[src/sv/dcbvs_pkg.sv]
// Shared types, register indexes, state and fault codes of the DC bus voltage supervisor.
`timescale 1ns / 1ps
`default_nettype none
package dcbvs_pkg;

    localparam int VOLT_W  = 10;
    localparam int COUNT_W = 16;
    localparam int DUTY_W  = 14;
    localparam int CFG_W   = 16;
    localparam int CFG_IDX_W = 3;

    typedef logic [VOLT_W-1:0]    t_volt;
    typedef logic [COUNT_W-1:0]   t_count;
    typedef logic [DUTY_W-1:0]    t_duty;
    typedef logic [CFG_W-1:0]     t_cfg_data;
    typedef logic [CFG_IDX_W-1:0] t_cfg_index;
    typedef logic [2:0]           t_state_code;
    typedef logic [1:0]           t_fault;

    // Default parameter values
    localparam int SOFT_ON_DELAY_DEF       = 100;
    localparam int OVERVOLT_HYSTERESIS_DEF = 20;
    localparam int RIDE_FLAG_DELAY_DEF     = 10;
    localparam int UNDERVOLT_MARGIN_DEF    = 2;

    localparam t_duty DUTY_MAX = t_duty'(10000);

    // Register indexes
    localparam t_cfg_index REG_POWER_UP   = 3'd0;
    localparam t_cfg_index REG_OVER_VOLT  = 3'd1;
    localparam t_cfg_index REG_BRAKE_ON   = 3'd2;
    localparam t_cfg_index REG_BRAKE_OFF  = 3'd3;
    localparam t_cfg_index REG_UNDER_VOLT = 3'd4;
    localparam t_cfg_index REG_SOFT_OFF   = 3'd5;
    localparam t_cfg_index REG_RIDE_TIME  = 3'd6;
    localparam t_cfg_index REG_BRAKE_DUTY = 3'd7;

    // Reported state codes
    localparam t_state_code CODE_INIT   = 3'd0;
    localparam t_state_code CODE_NORMAL = 3'd1;
    localparam t_state_code CODE_UNDER  = 3'd2;
    localparam t_state_code CODE_BRAKE  = 3'd3;
    localparam t_state_code CODE_OVER   = 3'd4;

    // Fault report codes
    localparam t_fault FAULT_NONE  = 2'd0;
    localparam t_fault FAULT_UNDER = 2'd1;
    localparam t_fault FAULT_OVER  = 2'd2;

    typedef enum logic [4:0] {
        ST_INIT   = 5'b00001,
        ST_NORMAL = 5'b00010,
        ST_UNDER  = 5'b00100,
        ST_BRAKE  = 5'b01000,
        ST_OVER   = 5'b10000
    } t_state;

endpackage
`default_nettype wire

[src/sv/dcbvs_in_if.sv]
// Input channel of the DC bus voltage supervisor: one voltage sample and two flags per item.
`timescale 1ns / 1ps
`default_nettype none
interface dcbvs_in_if;
    logic                 valid;
    logic                 ready;
    dcbvs_pkg::t_volt     bus_voltage;
    logic                 power_off;
    logic                 overload_reset_pending;

    modport source (output valid, output bus_voltage, output power_off,
                    output overload_reset_pending, input ready);
    modport sink   (input valid, input bus_voltage, input power_off,
                    input overload_reset_pending, output ready);
endinterface
`default_nettype wire

[src/sv/dcbvs_out_if.sv]
// Result channel of the DC bus voltage supervisor: state, relay, duty, ride-through and fault.
`timescale 1ns / 1ps
`default_nettype none
interface dcbvs_out_if;
    logic                   valid;
    logic                   ready;
    dcbvs_pkg::t_state_code supervisor_state;
    logic                   relay_closed;
    dcbvs_pkg::t_duty       chopper_duty;
    logic                   ride_through_active;
    dcbvs_pkg::t_fault      fault_report;

    modport source (output valid, output supervisor_state, output relay_closed,
                    output chopper_duty, output ride_through_active,
                    output fault_report, input ready);
    modport sink   (input valid, input supervisor_state, input relay_closed,
                    input chopper_duty, input ride_through_active,
                    input fault_report, output ready);
endinterface
`default_nettype wire

[src/sv/dc_bus_voltage_supervisor_core.sv]
// DC bus voltage supervisor: input register, state update logic and result register.
//
// Usage: each control tick, send one item on i_in (bus_voltage, power_off,
// overload_reset_pending). For every item exactly one result appears on o_out
// carrying the supervisor state after the item, relay drive, chopper duty,
// ride-through flag and any fault reported on that tick.
// Thresholds, ride-through time and brake duty sit in eight registers written
// through i_cfg_we / i_cfg_index / i_cfg_data; write them only while idle.
// An accepted item passes through the input register, then the result register.
// Throughput: one item per cycle while o_out does not stall, set by the single
// pass of compare-and-update logic between the two registers.
// When o_out stalls, the result register holds and the input register fills;
// i_in.ready drops only once both are occupied, and rises again as soon as
// the receiver takes the waiting result.
// Reset (synchronous, active low) empties both registers, loads register
// defaults and puts the machine in init with the relay open and duty zero.
`timescale 1ns / 1ps
`default_nettype none
module dc_bus_voltage_supervisor_core #(
    parameter int SOFT_ON_DELAY       = dcbvs_pkg::SOFT_ON_DELAY_DEF,
    parameter int OVERVOLT_HYSTERESIS = dcbvs_pkg::OVERVOLT_HYSTERESIS_DEF,
    parameter int RIDE_FLAG_DELAY     = dcbvs_pkg::RIDE_FLAG_DELAY_DEF,
    parameter int UNDERVOLT_MARGIN    = dcbvs_pkg::UNDERVOLT_MARGIN_DEF
) (
    input  wire                      i_clk,
    input  wire                      i_rst_n,
    dcbvs_in_if.sink                 i_in,
    dcbvs_out_if.source              o_out,
    input  wire                      i_cfg_we,
    input  dcbvs_pkg::t_cfg_index    i_cfg_index,
    input  dcbvs_pkg::t_cfg_data     i_cfg_data
);
    import dcbvs_pkg::*;

    localparam t_count SOFT_DELAY_C = t_count'(SOFT_ON_DELAY);
    localparam t_count RIDE_DELAY_C = t_count'(RIDE_FLAG_DELAY);
    localparam logic [VOLT_W:0] HYST_C   = (VOLT_W+1)'(OVERVOLT_HYSTERESIS);
    localparam logic [VOLT_W:0] MARGIN_C = (VOLT_W+1)'(UNDERVOLT_MARGIN);

    // Configuration registers
    t_volt  r_power_up, r_over_volt, r_brake_on, r_brake_off, r_under_volt, r_soft_off;
    t_count r_ride_time;
    t_duty  r_brake_duty;

    // Input register
    logic   r_in_valid;
    t_volt  r_in_volt;
    logic   r_in_pwr_off;
    logic   r_in_ovl;

    // Machine state
    t_state r_mode, n_mode;
    t_count r_ss_cnt, n_ss_cnt;
    t_count r_uv_cnt, n_uv_cnt;
    logic   r_ride, n_ride;
    logic   r_relay, n_relay;
    t_duty  r_duty, n_duty;
    t_fault n_fault;

    // Result register
    logic        r_out_valid;
    t_state_code r_out_state;
    logic        r_out_relay;
    t_duty       r_out_duty;
    logic        r_out_ride;
    t_fault      r_out_fault;

    logic        w_out_free;
    logic        w_adv;
    t_duty       w_bduty;
    t_count      w_uv_inc;
    t_count      w_ss_inc;
    t_state_code w_code;

    assign w_out_free = !r_out_valid || o_out.ready;
    assign w_adv      = r_in_valid && w_out_free;
    assign i_in.ready = !r_in_valid || w_out_free;

    always_ff @(posedge i_clk) begin
        if (!i_rst_n) begin
            r_power_up   <= t_volt'(200);
            r_over_volt  <= t_volt'(420);
            r_brake_on   <= t_volt'(380);
            r_brake_off  <= t_volt'(370);
            r_under_volt <= t_volt'(180);
            r_soft_off   <= t_volt'(150);
            r_ride_time  <= t_count'(300);
            r_brake_duty <= '0;
        end else if (i_cfg_we) begin
            unique case (i_cfg_index)
                REG_POWER_UP:   r_power_up   <= i_cfg_data[VOLT_W-1:0];
                REG_OVER_VOLT:  r_over_volt  <= i_cfg_data[VOLT_W-1:0];
                REG_BRAKE_ON:   r_brake_on   <= i_cfg_data[VOLT_W-1:0];
                REG_BRAKE_OFF:  r_brake_off  <= i_cfg_data[VOLT_W-1:0];
                REG_UNDER_VOLT: r_under_volt <= i_cfg_data[VOLT_W-1:0];
                REG_SOFT_OFF:   r_soft_off   <= i_cfg_data[VOLT_W-1:0];
                REG_RIDE_TIME:  r_ride_time  <= i_cfg_data[COUNT_W-1:0];
                REG_BRAKE_DUTY: r_brake_duty <= i_cfg_data[DUTY_W-1:0];
                default: ;
            endcase
        end
    end

    always_ff @(posedge i_clk) begin
        if (!i_rst_n) begin
            r_in_valid <= 1'b0;
        end else if (i_in.ready) begin
            r_in_valid <= i_in.valid;
        end
    end

    always_ff @(posedge i_clk) begin
        if (i_in.ready && i_in.valid) begin
            r_in_volt    <= i_in.bus_voltage;
            r_in_pwr_off <= i_in.power_off;
            r_in_ovl     <= i_in.overload_reset_pending;
        end
    end

    assign w_bduty  = (r_brake_duty > DUTY_MAX) ? DUTY_MAX : r_brake_duty;
    assign w_uv_inc = (r_uv_cnt != {COUNT_W{1'b1}}) ? r_uv_cnt + t_count'(1) : r_uv_cnt;
    assign w_ss_inc = r_ss_cnt + t_count'(1);

    always_comb begin
        n_mode   = r_mode;
        n_ss_cnt = r_ss_cnt;
        n_uv_cnt = r_uv_cnt;
        n_ride   = r_ride;
        n_relay  = r_relay;
        n_duty   = r_duty;
        n_fault  = FAULT_NONE;
        unique case (r_mode)
            ST_NORMAL: begin
                n_relay  = 1'b1;
                n_uv_cnt = '0;
                if (r_in_volt > r_brake_on) begin
                    n_mode = ST_BRAKE;
                    n_duty = '0;
                end else if (r_in_volt < r_under_volt) begin
                    n_mode = ST_UNDER;
                end
            end
            ST_UNDER: begin
                n_uv_cnt = w_uv_inc;
                if (r_in_volt < r_soft_off) begin
                    n_mode   = ST_INIT;
                    n_fault  = r_in_pwr_off ? FAULT_NONE : FAULT_UNDER;
                    n_relay  = 1'b0;
                    n_uv_cnt = '0;
                    n_ride   = 1'b0;
                end else if ({1'b0, r_in_volt} > {1'b0, r_under_volt} + MARGIN_C) begin
                    n_mode   = ST_NORMAL;
                    n_uv_cnt = '0;
                    n_ride   = 1'b0;
                end else if (w_uv_inc > r_ride_time) begin
                    // ride-through expired: report unless power_off, and hold the count at the limit
                    n_fault  = r_in_pwr_off ? FAULT_NONE : FAULT_UNDER;
                    n_uv_cnt = r_ride_time;
                    n_ride   = 1'b0;
                end else if (w_uv_inc > RIDE_DELAY_C) begin
                    n_ride = 1'b1;
                end
            end
            ST_BRAKE: begin
                if (r_in_volt > r_over_volt) begin
                    n_mode  = ST_OVER;
                    n_fault = FAULT_OVER;
                end else if (r_in_volt < r_brake_off) begin
                    n_mode = ST_NORMAL;
                    n_duty = '0;
                end else begin
                    n_duty = r_in_ovl ? '0 : w_bduty;
                end
            end
            ST_OVER: begin
                // leave only once the bus has dropped below the level minus hysteresis
                if ({1'b0, r_in_volt} + HYST_C < {1'b0, r_over_volt}) begin
                    n_mode = ST_BRAKE;
                end
            end
            default: begin
                n_mode = ST_INIT;
                if (r_in_volt > r_power_up) begin
                    n_relay  = 1'b1;
                    n_ss_cnt = w_ss_inc;
                    if (w_ss_inc > SOFT_DELAY_C) begin
                        n_ss_cnt = '0;
                        n_mode   = ST_NORMAL;
                    end
                end else begin
                    n_ss_cnt = '0;
                end
            end
        endcase
    end

    always_comb begin
        unique case (n_mode)
            ST_NORMAL: w_code = CODE_NORMAL;
            ST_UNDER:  w_code = CODE_UNDER;
            ST_BRAKE:  w_code = CODE_BRAKE;
            ST_OVER:   w_code = CODE_OVER;
            default:   w_code = CODE_INIT;
        endcase
    end

    always_ff @(posedge i_clk) begin
        if (!i_rst_n) begin
            r_mode   <= ST_INIT;
            r_ss_cnt <= '0;
            r_uv_cnt <= '0;
            r_ride   <= 1'b0;
            r_relay  <= 1'b0;
            r_duty   <= '0;
        end else if (w_adv) begin
            r_mode   <= n_mode;
            r_ss_cnt <= n_ss_cnt;
            r_uv_cnt <= n_uv_cnt;
            r_ride   <= n_ride;
            r_relay  <= n_relay;
            r_duty   <= n_duty;
        end
    end

    always_ff @(posedge i_clk) begin
        if (!i_rst_n) begin
            r_out_valid <= 1'b0;
        end else if (w_out_free) begin
            r_out_valid <= r_in_valid;
        end
    end

    always_ff @(posedge i_clk) begin
        if (w_adv) begin
            r_out_state <= w_code;
            r_out_relay <= n_relay;
            r_out_duty  <= n_duty;
            r_out_ride  <= n_ride;
            r_out_fault <= n_fault;
        end
    end

    assign o_out.valid               = r_out_valid;
    assign o_out.supervisor_state    = r_out_state;
    assign o_out.relay_closed        = r_out_relay;
    assign o_out.chopper_duty        = r_out_duty;
    assign o_out.ride_through_active = r_out_ride;
    assign o_out.fault_report        = r_out_fault;

    // An open relay is only ever reported from init
    a_relay_open_init: assert property (@(posedge i_clk) disable iff (!i_rst_n)
        (o_out.valid && !o_out.relay_closed) |-> (o_out.supervisor_state == CODE_INIT))
        else $error("relay open outside init");

    // Overvolt fault comes together with the overvolt state
    a_over_fault_state: assert property (@(posedge i_clk) disable iff (!i_rst_n)
        (o_out.valid && o_out.fault_report == FAULT_OVER)
            |-> (o_out.supervisor_state == CODE_OVER))
        else $error("overvolt fault outside overvolt state");

    // Ride-through flag lives only in undervolt
    a_ride_in_under: assert property (@(posedge i_clk) disable iff (!i_rst_n)
        (o_out.valid && o_out.ride_through_active)
            |-> (o_out.supervisor_state == CODE_UNDER))
        else $error("ride-through active outside undervolt");

    // Duty never exceeds the clamp
    a_duty_range: assert property (@(posedge i_clk) disable iff (!i_rst_n)
        r_out_valid |-> (r_out_duty <= DUTY_MAX))
        else $error("chopper duty out of range");

    // Machine state moves only when an item advances
    a_mode_hold: assert property (@(posedge i_clk) disable iff (!i_rst_n)
        (!w_adv) |=> $stable(r_mode))
        else $error("state changed without an item");

endmodule
`default_nettype wire

[src/flat_wrapper.sv]
// flat-port wrapper written by rule: the top's interface ports become plain ports
module dc_bus_voltage_supervisor_core_flat import dcbvs_pkg::*;
#(
    parameter int SOFT_ON_DELAY       = dcbvs_pkg::SOFT_ON_DELAY_DEF,
    parameter int OVERVOLT_HYSTERESIS = dcbvs_pkg::OVERVOLT_HYSTERESIS_DEF,
    parameter int RIDE_FLAG_DELAY     = dcbvs_pkg::RIDE_FLAG_DELAY_DEF,
    parameter int UNDERVOLT_MARGIN    = dcbvs_pkg::UNDERVOLT_MARGIN_DEF
)
  (i_clk, i_rst_n, i_cfg_we, i_cfg_index, i_cfg_data, i_in_valid, i_in_bus_voltage, i_in_power_off, i_in_overload_reset_pending, i_in_ready, o_out_valid, o_out_supervisor_state, o_out_relay_closed, o_out_chopper_duty, o_out_ride_through_active, o_out_fault_report, o_out_ready);
  dcbvs_in_if i_in_i ();
  dcbvs_out_if o_out_i ();
  input  wire i_clk;
  input  wire i_rst_n;
  input  wire i_cfg_we;
  input  dcbvs_pkg::t_cfg_index i_cfg_index;
  input  dcbvs_pkg::t_cfg_data i_cfg_data;
  input wire logic [$bits(i_in_i.valid)-1:0] i_in_valid;
  input wire logic [$bits(i_in_i.bus_voltage)-1:0] i_in_bus_voltage;
  input wire logic [$bits(i_in_i.power_off)-1:0] i_in_power_off;
  input wire logic [$bits(i_in_i.overload_reset_pending)-1:0] i_in_overload_reset_pending;
  output wire logic [$bits(i_in_i.ready)-1:0] i_in_ready;
  output wire logic [$bits(o_out_i.valid)-1:0] o_out_valid;
  output wire logic [$bits(o_out_i.supervisor_state)-1:0] o_out_supervisor_state;
  output wire logic [$bits(o_out_i.relay_closed)-1:0] o_out_relay_closed;
  output wire logic [$bits(o_out_i.chopper_duty)-1:0] o_out_chopper_duty;
  output wire logic [$bits(o_out_i.ride_through_active)-1:0] o_out_ride_through_active;
  output wire logic [$bits(o_out_i.fault_report)-1:0] o_out_fault_report;
  input wire logic [$bits(o_out_i.ready)-1:0] o_out_ready;
  assign i_in_i.valid = i_in_valid;
  assign i_in_i.bus_voltage = i_in_bus_voltage;
  assign i_in_i.power_off = i_in_power_off;
  assign i_in_i.overload_reset_pending = i_in_overload_reset_pending;
  assign i_in_ready = i_in_i.ready;
  assign o_out_valid = o_out_i.valid;
  assign o_out_supervisor_state = o_out_i.supervisor_state;
  assign o_out_relay_closed = o_out_i.relay_closed;
  assign o_out_chopper_duty = o_out_i.chopper_duty;
  assign o_out_ride_through_active = o_out_i.ride_through_active;
  assign o_out_fault_report = o_out_i.fault_report;
  assign o_out_i.ready = o_out_ready;
  dc_bus_voltage_supervisor_core #(.SOFT_ON_DELAY(SOFT_ON_DELAY), .OVERVOLT_HYSTERESIS(OVERVOLT_HYSTERESIS), .RIDE_FLAG_DELAY(RIDE_FLAG_DELAY), .UNDERVOLT_MARGIN(UNDERVOLT_MARGIN)) u_core (.i_clk(i_clk), .i_rst_n(i_rst_n), .i_in(i_in_i), .o_out(o_out_i), .i_cfg_we(i_cfg_we), .i_cfg_index(i_cfg_index), .i_cfg_data(i_cfg_data));
endmodule
[config.mk]
export PLATFORM = sky130hd
export DESIGN_NAME = dc_bus_voltage_supervisor_core_flat
export DESIGN_NICKNAME = d
export VERILOG_FILES = /design/src/sv/dcbvs_pkg.sv /design/src/sv/dcbvs_in_if.sv /design/src/sv/dcbvs_out_if.sv /design/src/sv/dc_bus_voltage_supervisor_core.sv /design/src/flat_wrapper.sv
export SDC_FILE = /design/constraint.sdc
export NUM_CORES = 1
export LEC_CHECK = 0
export ABC_AREA = 1
export BUFFER_PORTS_ARGS = -buffer_cell sky130_fd_sc_hd__buf_2
export CORE_MARGIN = 2
export CORE_UTILIZATION = 40
export DETAILED_ROUTE_END_ITERATION = 8
export GPL_ROUTABILITY_DRIVEN = 0
export GPL_TIMING_DRIVEN = 0
export SYNTH_ARGS = -nofsm -noshare
export SYNTH_HDL_FRONTEND = slang
export SYNTH_SLANG_ARGS = --single-unit
[constraint.sdc]
create_clock -name i_clk -period 8.3 [get_ports i_clk]
set_input_delay 1.66 -clock i_clk [delete_from_list [all_inputs] [get_ports i_clk]]
set_output_delay 1.66 -clock i_clk [all_outputs]
set_load 0.05 [all_outputs]
* Word level (Yosys, flattened, before mapping)
Cells that the tools add are included.
Word-level totals: bits in latches 0, register bits 178, memory bits (writable) 0, bits in read-only memories 0, output and inout bits 23, memories kept 0
Cells by class: add/subtract/negate cells 4, shift operators 0, $mul 0, divide/modulo/power cells 0, reduce and logical (&&, ||, !) cells 20, $lt $le $gt $ge 12, mux-type cells 38, bitwise logic cells 1, equal/unequal tests 16
Operators by type and width (count):
- 16-bit two-way mux | 6
- 14-bit two-way mux | 5
- 5-bit two-way mux | 8
- 16-bit by 1-bit adder with 16-bit output, second input constant | 2
- 16-bit one-hot mux with 2 select lines | 1
- 10-bit greater-than comparator | 3
- 10-bit < comparator | 3
- 14-bit one-hot mux with 2 select lines | 1
- 5-bit one-hot mux with 4 select lines | 1
- 2-bit AND reduction | 10
- 16-bit greater-than comparator | 1
- 16-bit by 4-bit greater-than comparator with 1-bit output, second input constant | 1
- 16-bit by 7-bit greater-than comparator with 1-bit output, second input constant | 1
- 16-bit inequality test, second input constant | 1
- 14-bit greater-than comparator, second input constant | 1
- 3-bit == test, second input constant | 4
- 3-bit one-hot mux with 4 select lines | 1
- 10-bit by 2-bit adder with 11-bit output, second input constant | 1
- 10-bit by 5-bit adder with 11-bit output, second input constant | 1
- 10-bit by 11-bit greater-than comparator with 1-bit output | 1
- 11-bit by 10-bit < comparator with 1-bit output | 1
- 5-bit by 2-bit == test with 1-bit output, second input constant | 2
- 5-bit by 3-bit == test with 1-bit output, second input constant | 2
- 5-bit by 4-bit == test with 1-bit output, second input constant | 2
- 15 further kinds | 31

* Logic depth before layout (Yosys ltp)
word-level depth 8, gate-level depth with buffers 23

* Worst setup path before layout
OpenSTA, ideal clock, no wires.
path kind input port to output port, start point input port o_out_ready, end point output port i_in_ready, required time 6640 ps, cell stages on the path 2, slack 4520 ps, data arrival time 2120 ps, cells stage by stage inv_1 > nand3_1
On the way: longest elaborated chain between the ends 2
RTL lines:
- start: declaration | line flat_wrapper.sv:28 | input wire logic [$bits(o_out_i.ready)-1:0] o_out_ready;
- 1-bit logical OR | line dc_bus_voltage_supervisor_core.sv:75 | assign w_out_free = !r_out_valid || o_out.ready;
- 1-bit logical OR | line dc_bus_voltage_supervisor_core.sv:77 | assign i_in.ready = !r_in_valid || w_out_free;
- end: declaration | line flat_wrapper.sv:21 | output wire logic [$bits(i_in_i.ready)-1:0] i_in_ready;
No other way between the ends.

* Final worst setup path
Same ends and word-level chain as after synthesis.

==> out/metrics.cfg <==
[clock_network]
cts_resized = 0
cts_tree = built
clk_latency_ns = 0.44
clock-sinks = 178
h-tree-depth = 4
clk_path_buf_depth = 2
post_cts_buffers = 0
clkTransAtPathRegs_ns = 0.08
ctsHoldBuffers = 0
numCtsBuffers = 17
cts-root-buf = clkbuf_16

[global_route]
grt_max_degree = 31
grt_overflow = 0
grt_usage_pct = 20.8
antenna_found_initial = 0
grt_pass1_wl_um = 44000
grt_pass1_vias = 8612

[sta]
hold_viol_final = 0
period_share_pct = 45.8
maxClockFrequency_mhz = 263
drv_slew = 0
max_slew.worst_pin.slew_ns = 0.831
setup_ws_ns = 4.50
setup_viol = 0
max_slew_margin_pct = 44.4
skew_ns = 0.0133
rsz0062_at_grt = no
period_needed_ns = 3.80
setup_tns_ns = 0

[floorplan]
die_y_um = 165
die_area_um2 = 27300
die_w_um = 165
ios = 59
rows = 59
start_util_pct = 40.4
core_um2 = 25800

[pwr]
p_int_mw = 1.42
seqPwrFrac_pct = 46.8
peakVddDrop_mv = 0.132
power.leakage_nw = 5.33
switching_power_mw = 0.583
pwr-share-comb_pct = 11.8
finalPower_mw = 2.01
clockPowerShare_pct = 41.4
p_per_area_nw_per_um2 = 171
switching_share_pct = 29.1

[detailed_routing]
drc = 0
detail_route.wirelength_um = 27200
first_iter_violations = 569
dr_total_vias = 9191
firstDrtPassIters = 7
post_drt_wl_per_cell_um = 15.1
ant_nets = 0
vias_per_cell = 5.09

[final_layout]
final_nets = 1589
num-fill-cells = 2589
antennaDiodeCount = 0
area_delta_synth_final_pct = 12.7
drive_gt1_share_pct = 9.93

[critical_path]
crit_chain = buf_2 -> inv_1 -> nand3_1 -> buf_2
reg2regPathDepth = 20
crit_fanout = 3
slowest_delay_ns = 0.28
arrival_ns = 2.14
cpMostUsedCell = buf_2
critPathCaptureType = output port
cp_data_required_time_ns = 6.64
setup.worst_path.class = primary input to output port
slowest_stage = buf_2
start_kind = primary input

[logic_synthesis]
avgSynthCellArea_um2 = 7.53
synth_area_um2 = 10400
netlist_instances = 1381
ys_warn_count = 0
synthesis.nets = 1513
ys_types = 48
ys_ff_latch = 178
seq_area_frac_synth_pct = 37.4

[place]
port_buffers = 57
dp_slack_ns = 4.49
hpwl_um = 20200

[worst_hold_path]
min_path_type = flip-flop to flip-flop
hold_depth = 2

[job]
cap_viol_max_count = 0

[status]
outcome = finished, final reports clean

## layout make-up
cell class,count,area [um2],share of cell area (%)
well taps,335,419,3.58
flip-flops and latches,178,3890,33.2
clock inverters,15,186,1.59
inverters,200,751,6.41
plain buffers,39,173,1.47
multi-input cells,964,5590,47.7
clock buffers,17,425,3.63
repair buffers,57,285,2.43
## metrics by stage
| step | utilization [%] | cell area [um2] | hold WS [ns] | std cells |
|---|---|---|---|---|
| after floorplan | - | 10400 | 0.427 | 1381 |
| after global placement | 43.1 | 11100 | 0.438 | 1773 |
| after detailed placement | 43.1 | 11100 | 0.445 | 1773 |
| after CTS | 45.5 | 11700 | 0.457 | 1805 |
| after global routing | 45.5 | 11700 | 0.479 | 1805 |
| final | 45.5 | 11700 | 0.454 | 1805 |
## power groups by stage
stage               sequential [mW]  combinational [mW]  clock, mW
CTS                           0.939               0.238      0.845
detailed placement            0.959               0.236          0
floorplan                     0.970               0.145          0
finish                        0.939               0.237      0.831
global route                  0.943               0.271      0.879
global placement              0.959               0.232          0
## sequential cells by signal, summed over array words and instances (netlist names), 2 cells and up
| register | cells |
|---|---|
| u_core.r_duty | 14 |
| u_core.r_power_up | 10 |
| u_core.r_brake_off | 10 |
| u_core.r_ride_time | 16 |
| u_core.r_in_volt | 10 |
| u_core.r_brake_duty | 14 |
| u_core.o_out.chopper_duty | 14 |
| u_core.r_soft_off | 10 |
| u_core.r_brake_on | 10 |
| u_core.o_out.supervisor_state | 3 |
| u_core.r_uv_cnt | 16 |
| u_core.r_mode | 5 |
| u_core.r_ss_cnt | 16 |
| u_core.r_over_volt | 10 |
| u_core.o_out.fault_report | 2 |
| u_core.r_under_volt | 10 |
## final timing paths
kind,from,to,slack (ns)
worst min register to register,u_core.r_ss_cnt[15]$_SDFFE_PN0P_,u_core.r_ss_cnt[15]$_SDFFE_PN0P_,0.45
worst min-delay path,u_core.r_ss_cnt[15]$_SDFFE_PN0P_,u_core.r_ss_cnt[15]$_SDFFE_PN0P_,0.45
worst max-delay path,o_out_ready,i_in_ready,4.50
worst max register to register,u_core.r_uv_cnt[1]$_SDFFE_PN0P_,u_core.o_out.fault_report[0]$_DFFE_PP_,4.83
## cell families (layout without fill, tap and decap cells)
group | after synthesis | in the layout | share of synthesized area, %
AND/OR/NAND/NOR | 555 | 555 | 23.8
AO/OA/AOI/OAI | 283 | 283 | 15.8
buffers and inverters | 239 | 328 | 8.88
flip-flops | 178 | 178 | 37.4
adder cells (fa/ha/maj) | 96 | 96 | 11.5
XOR/XNOR | 30 | 30 | 2.53
## cells in the mapped netlist (all sizes together)
cell type / number / area, um2
xnor2: 2 / 17.5
nor3: 19 / 123
nand3b: 3 / 35.0
xor2: 28 / 245
o2111ai: 4 / 35.0
ha: 96 / 1200
o211ai: 48 / 385
a21boi: 3 / 22.5
o21ai: 96 / 492
a221oi: 1 / 8.76
a21oi: 119 / 614
o21a: 3 / 22.5
edfxtp: 33 / 991
dfxtp: 145 / 2900
nor3b: 2 / 20.0
nand4: 26 / 169
nand2: 278 / 1050
inv: 200 / 751
nor4: 5 / 61.3
buf: 11 / 67.6
nor2: 142 / 579
nand3: 76 / 408
clkbuf: 28 / 105
a31oi: 1 / 6.26
a21o: 1 / 7.51
o21bai: 6 / 45.0
o31a: 1 / 8.76
or2: 4 / 25.0
## worst max-delay path: cells and delay by family
family | cells | cell delay [ns]
buffers and inverters | 3 | 0.40
AND/OR/NAND/NOR | 1 | 0.09
## placed cells by master, fill, tap and decap left out, drive strengths merged, types with 45 or more instances in the layout
master / netlist / layout
o211ai: 48 / 48
nand2: 278 / 278
inv: 200 / 208
nor2: 142 / 142
buf: 11 / 68
a21oi: 119 / 119
nand3: 76 / 76
clkbuf: 28 / 45
ha: 96 / 96
dfxtp: 145 / 145
o21ai: 96 / 96
## routing by layer
metal  routed length (um)  share of wire (%)  global-route usage, %
met1                12700                 47                   27.1
met2                12900                 47                   35.6
met3                 1090                4.0                   3.12
met4                  503                1.9                   6.13
met5                    0                  0                      0
(Power assumes the default switching activity.)
